--- config.mk ---
export PLATFORM = sky130hd
export DESIGN_NAME = tps_cell
export DESIGN_NICKNAME = d
export VERILOG_FILES = /design/src/hdl/tps_pkg.sv /design/src/hdl/tps_cell.sv
export SDC_FILE = /design/constraint.sdc
export NUM_CORES = 1
export LEC_CHECK = 0
export ABC_AREA = 0
export BUFFER_PORTS_ARGS = -buffer_cell sky130_fd_sc_hd__buf_4
export CAP_MARGIN = 40
export CORE_ASPECT_RATIO = 0.5
export CORE_MARGIN = 2
export CORE_UTILIZATION = 30
export CTS_CLUSTER_SIZE = 8
export DETAILED_ROUTE_END_ITERATION = 10
export GPL_TIMING_DRIVEN = 0
export PLACE_DENSITY = 0.59
export SYNTH_ARGS = -nofsm -noshare
export SYNTH_HDL_FRONTEND = slang
export SYNTH_SLANG_ARGS = --single-unit
--- constraint.sdc ---
create_clock -name clock -period 5.3 [get_ports clock]
set_input_delay 0.795 -clock clock [delete_from_list [all_inputs] [get_ports clock]]
set_output_delay 0.795 -clock clock [all_outputs]
set_load 0.005 [all_outputs]
--- src/hdl/tps_pkg.sv ---
package tps_pkg;

   // Capacity of the sorting chain, one cell per kept sample.
   localparam int MaxValues = 64;
   localparam int DataW     = 32;
   // The fill count must be able to hold MaxValues itself.
   localparam int CntW      = $clog2(MaxValues + 1);
   localparam int SetSizeW  = 7;
   localparam int RspW      = 3 * DataW + SetSizeW + 1;
   localparam int RspBytesW = ((RspW + 7) / 8) * 8;

   // Percentile points, as integer percentages of the index range.
   localparam int PctCount = 3;
   localparam int PctScale = 100;
   localparam int PctHi    = 95;
   localparam int RemW     = $clog2((MaxValues - 1) * PctHi + 1);
   localparam logic [RemW-1:0] PctTab [PctCount] = '{
      RemW'(5), RemW'(50), RemW'(PctHi)
   };

   // Controls broadcast from the sequencer to every cell of the chain.
   typedef struct packed {
      logic             insert;
      logic             shift;
      logic [DataW-1:0] value;
   } tps_ctl_type;

   typedef enum logic [1:0] {
      ST_FILL = 2'b01,
      ST_WALK = 2'b10
   } tps_state_type;

endpackage

--- src/hdl/tps_cell.sv ---
module tps_cell
   import tps_pkg::*;
(
   input  logic             clock,
   input  tps_ctl_type      ctl,
   input  logic             occupied,
   input  logic             prev_bigger,
   input  logic [DataW-1:0] prev_data,
   input  logic [DataW-1:0] next_data,
   output logic [DataW-1:0] data,
   output logic             bigger
);

   logic [DataW-1:0] data_ff;
   logic [DataW-1:0] data_in;

   // An empty cell acts as an entry larger than any sample, so the new value
   // lands in the first empty cell when nothing stored exceeds it.
   assign bigger = !occupied || (data_ff > ctl.value);
   assign data   = data_ff;

   always_comb begin
      data_in = data_ff;
      if (ctl.shift) begin
         data_in = next_data;
      end else if (ctl.insert && bigger) begin
         // Either take the new sample or make room by taking the left neighbor.
         data_in = prev_bigger ? prev_data : ctl.value;
      end
   end

   always_ff @(posedge clock) begin
      data_ff <= data_in;
   end

endmodule

## After elaboration in Yosys (flattened, before gate mapping)

Cells that the tools add are included.

- Register bits: 32
- Input port bits: 101
- Word-level logic and storage cells: 9

- $lt $le $gt $ge: 1
- Muxes and demuxes: 3
- Reductions and logical operators: 4

Operators with widths:

| kind | number |
|---|---|
| $mux W32 | 3 |
| $gt A32 B32 Y1 | 1 |
| $reduce_bool A2 Y1 | 1 |
| $logic_and A1 B1 Y1 | 1 |
| $logic_not A1 Y1 | 1 |
| $logic_or A1 B1 Y1 | 1 |

## Logic depth before layout (Yosys ltp)

- Word-level depth: 5
- Mapped depth: 7

## Worst setup path before layout

No wires, ideal clock.

- Path type: in2reg
- From: input port ctl[1] in the netlist's numbering
- To: register data_ff[0], in the netlist data[0] (enable)
- Library setup time: 402 ps
- Arrival: 2795 ps
- Slack: 2103 ps
- Cell stages on the path: 7
- Path buffers: 0
- Cell sequence: inv_1 > ha_1 > nor2b_4 > o211ai_2 > a2111oi_2 > o31ai_1 > a41oi_2

- Word-level cells in the longest chain between the ends: 4

Ends and longest elaborated chain:

| item | line | text |
|---|---|---|
| start: declaration | tps_cell.sv:5 | `input tps_ctl_type ctl,` |
| $gt A32 B32 Y1 | tps_cell.sv:19 | `assign bigger = !occupied \|\| (data_ff > ctl.value);` |
| $logic_or A1 B1 Y1 | tps_cell.sv:19 |  |
| $logic_and A1 B1 Y1 | tps_cell.sv:26 | `end else if (ctl.insert && bigger) begin` |
| $reduce_bool A2 Y1 (no line) | -- |  |
| end signal: assignment | tps_cell.sv:33 | `data_ff <= data_in;` |
| end: declaration | tps_cell.sv:14 | `logic [DataW-1:0] data_ff;` |

No other way between the ends.
A chain may end at the register's enable or synchronous reset.

## Final worst setup path

- From: input port ctl[30] in the netlist's numbering
- To: output port bigger

- Word-level cells in the longest chain between the ends: 2

Ends and longest elaborated chain:

| item | line | text |
|---|---|---|
| $gt A32 B32 Y1 | tps_cell.sv:19 |  |
| $logic_or A1 B1 Y1 | tps_cell.sv:19 |  |
| end: declaration | tps_cell.sv:11 | `output logic bigger` |

No other way between the ends.

==> run_results.csv <==
group,metric,value,unit
clocking,cts.reportedPaths.clkPinSlew,0.05,ns
floorplan,boundaryPins,134,
setup_path,start_kind,"input port",
sta,min_period_over_period,0.610,
setup_path,cp.required,4.51,ns
cells_and_area,diodes,0,
setup_path,crit_chain,"buf_4 > inv_1 > ha_1 > nand4_1 > nor2_1 > a221o_1 > a211oi_2 > a31oi_1 > buf_4",
power_and_ir_drop,p_sw_frac,0.271,
logic_synthesis,syn_nets,388,
routing,wire_per_inst,14.1,um
setup_path,cp_data_arrival_time,2.44,ns
sta,setup_tns,0,ns
setup_path,cp-end-kind,"output port",
clocking,clkSinkCount,32,
logic_synthesis,synth_edf_count,32,
setup_path,r2r_cells,6,
placement,portBuffers,132,
clocking,cts_resized,0,
logic_synthesis,synth-seq-cells,32,
clocking,htreeDepth,2,
clocking,cts_root_buf,"clkbuf_16",
logic_synthesis,async_flop_share,0,
setup_path,cp_max_fo,4,
routing,wirelength,7170,um
routing,met1_length,3070,um
floorplan,die_w,133,um
placement,gp_congestion,0.749,
logic_synthesis,netlist_instances,255,
grt,grt_pass1_vias,2439,
cells_and_area,multiInputGateArea,1360,um^2
power_and_ir_drop,total_power,871,uW
grt,grt_max_degree,21,
routing,drt_iter0_drc,64,
sta,skew,0.00552,ns
cells_and_area,drive_gt1_frac,0.381,
power_and_ir_drop,power_frac_seq,0.385,
logic_synthesis,synth.most_common_cell,"nand2_1",
power_and_ir_drop,switchingPower,236,uW
logic_synthesis,synth_cell_types,32,
cells_and_area,final_cell_area,3790,um^2
sta,rsz0062_at_grt,"no",
logic_synthesis,syn_area,2480,um^2
logic_synthesis,synth_common_cells,"nand2_1 (36), inv_1 (33)",
routing,drt_drc_violations_left,0,
grt,grt.overflow.total,0,
clocking,cts_tree,"done",
logic_synthesis,synth_seq_area_share,0.387,
clocking,clk_latency,0.28,ns
sta,finalHoldViolCount,0,
sta,final-setup-viol-count,0,
clocking,postCtsSetupBuffers,0,
setup_path,critical_path_class,"in -> out",
power_and_ir_drop,p_comb_frac,0.301,
logic_synthesis,yosysTopAreaCellShare,0.387,
cells_and_area,largest_reg_flops,32,
logic_synthesis,ys_warn_count,0,
cells_and_area,seqCellArea,961,um^2
cells_and_area,syn_to_final_growth,52.6,%
floorplan,fp-row-count,23,
setup_path,critPathMaxStageDelay,0.32,ns
sta,relSlewSlack,0.584,
sta,tightest_slew,0.621,ns
routing,dr_wl_met3,298,um
sta,fmax,309,MHz
run,max-cap-violations,0,
floorplan,initial_core_util,0.309,
power_and_ir_drop,p_leak,0.00191,uW
run_status,status,"finished clean",
grt,grt_use_total,0.159,
min_path,min_path_cells,3,
grt,antenna_found_initial,0,
routing,viasPerCell,4.62,
power_and_ir_drop,cell_internal_pwr,635,uW
routing,via_count,2348,
floorplan,dieHeight,68.3,um
logic_synthesis,yosys.area.top_type,"edfxtp_1",
cells_and_area,fill_cells,779,
setup_path,worst_path_most_repeated_cell,"buf_4",
floorplan,core_area,8030,um^2
placement,placedCellCount,500,
routing,dr.pass1.iters,4,
routing,ant_nets,0,
logic_synthesis,syn_area_per_cell,9.73,um^2
cells_and_area,fin_nets,528,
cells_and_area,instances_no_fill,508,
sta,slew_violations,0,
power_and_ir_drop,powerDensity,230,nW/um^2
clocking,clockBufferDepth,2,
min_path,min_path_type,"in -> reg",
routing,maxUsedRoutingLayer,"met4",
placement,placed_cell_area,3650,um^2
sta,min_period,3.23,ns
routing,wl_met2,3730,um
logic_synthesis,synthFlopType,"edfxtp_1",
setup_path,critPathSlowestCell,"a221o_1",
floorplan,dieArea,9060,um^2
logic_synthesis,yosys-top-cells-area,"edfxtp_1 (39%), ha_1 (16%), mux2i_1 (13%), o21ai_1 (6.5%), nand2_1 (5.4%)",
clocking,cts_hold_buf,0,
power_and_ir_drop,p_clk_frac,0.315,
clocking,cts_made_buffers,5,
placement,dp_hpwl,5930,um
grt,grt_pass1_wl,11300,um
power_and_ir_drop,vdd_drop_max,0.134,mV
## layout make-up
cell class	instances	area share
tap	112	0.0370
inverter	33	0.0327
clock buffer	7	0.0350
sequential	32	0.254
timing repair buffer	133	0.269
multi-input combinational	179	0.359
clock inverter	1	0.000991
buffer	11	0.0125
## final timing paths
check / start / slack (ns) / to
worst min register to register: data[2] / 1.43 / data[13]
worst max register to register: data[23] / 2.55 / data[20]
worst min-delay path: next_data[5] / 0.80 / data[5]
worst max-delay path: ctl[30] / 2.07 / bigger
## worst max-delay path: cells and delay by family
kind / cells / cell delay [ns]
AO/OA/AOI/OAI: 3 / 0.78
adder cells (fa/ha/maj): 1 / 0.31
buffers and inverters: 3 / 0.28
AND/OR/NAND/NOR: 2 / 0.26
## layout by cell type (no fill, tap or decap)
cell type | Yosys | layout
o211ai_1 | 1 | 1
nor2_1 | 2 | 2
edfxtp_1 | 32 | 32
nor3_1 | 1 | 1
a41o_2 | 1 | 1
o211ai_2 | 1 | 1
ha_1 | 32 | 32
clkbuf_16 | 0 | 5
and3_1 | 1 | 1
nand3_1 | 4 | 4
a41oi_4 | 0 | 1
buf_4 | 0 | 132
nand4_2 | 1 | 1
nand4_1 | 7 | 7
a31oi_1 | 1 | 1
mux2i_1 | 32 | 32
clkinv_1 | 0 | 1
a21o_1 | 3 | 3
buf_16 | 0 | 1
a2111oi_2 | 1 | 1
nor2b_4 | 1 | 1
a211oi_2 | 1 | 1
o31ai_1 | 1 | 1
a211oi_1 | 1 | 1
o21a_1 | 1 | 1
nor4_1 | 1 | 1
inv_1 | 33 | 33
a21oi_1 | 12 | 12
o21ai_0 | 2 | 2
clkbuf_1 | 5 | 7
buf_2 | 5 | 5
nor4_2 | 1 | 1
nand2_1 | 36 | 36
buf_1 | 1 | 1
a221o_1 | 1 | 1
o21ai_1 | 32 | 32
## stage by stage
stage          hold slack, ns  worst slack, ns  utilization
3_3_place_gp             1.08             1.25        0.450
2_1_floorplan           0.989             2.10            -
3_5_place_dp             1.08             2.00        0.455
6_report                0.801             2.07        0.472
5_1_grt                 0.805             1.92        0.472
4_1_cts                 0.795             2.07        0.472
## cell families after synthesis
kind of cell / Yosys count / synth area share
muxes: 32 / 0.129
AOI/OAI and AO/OA: 60 / 0.148
DFF: 32 / 0.387
adders and majority gates: 32 / 0.161
and+or+nand+nor: 55 / 0.106
buffers and inverters: 44 / 0.0691
## power groups by stage
stage                     Clock, uW  Sequential (uW)  Combinational [uW]
after floorplan                   0              340                 120
after global placement            0              340                 254
after detailed placement          0              340                 264
after CTS                       284              335                 266
after global routing            295              338                 294
final                           274              335                 262
## metal layers
layer,GRT usage,up-vias
li1,-,1208
met1,0.180,1087
met2,0.305,46
met3,0.0400,7
met4,0.0457,0
met5,0,-
Note: power is estimated with default switching activity, not from simulation.
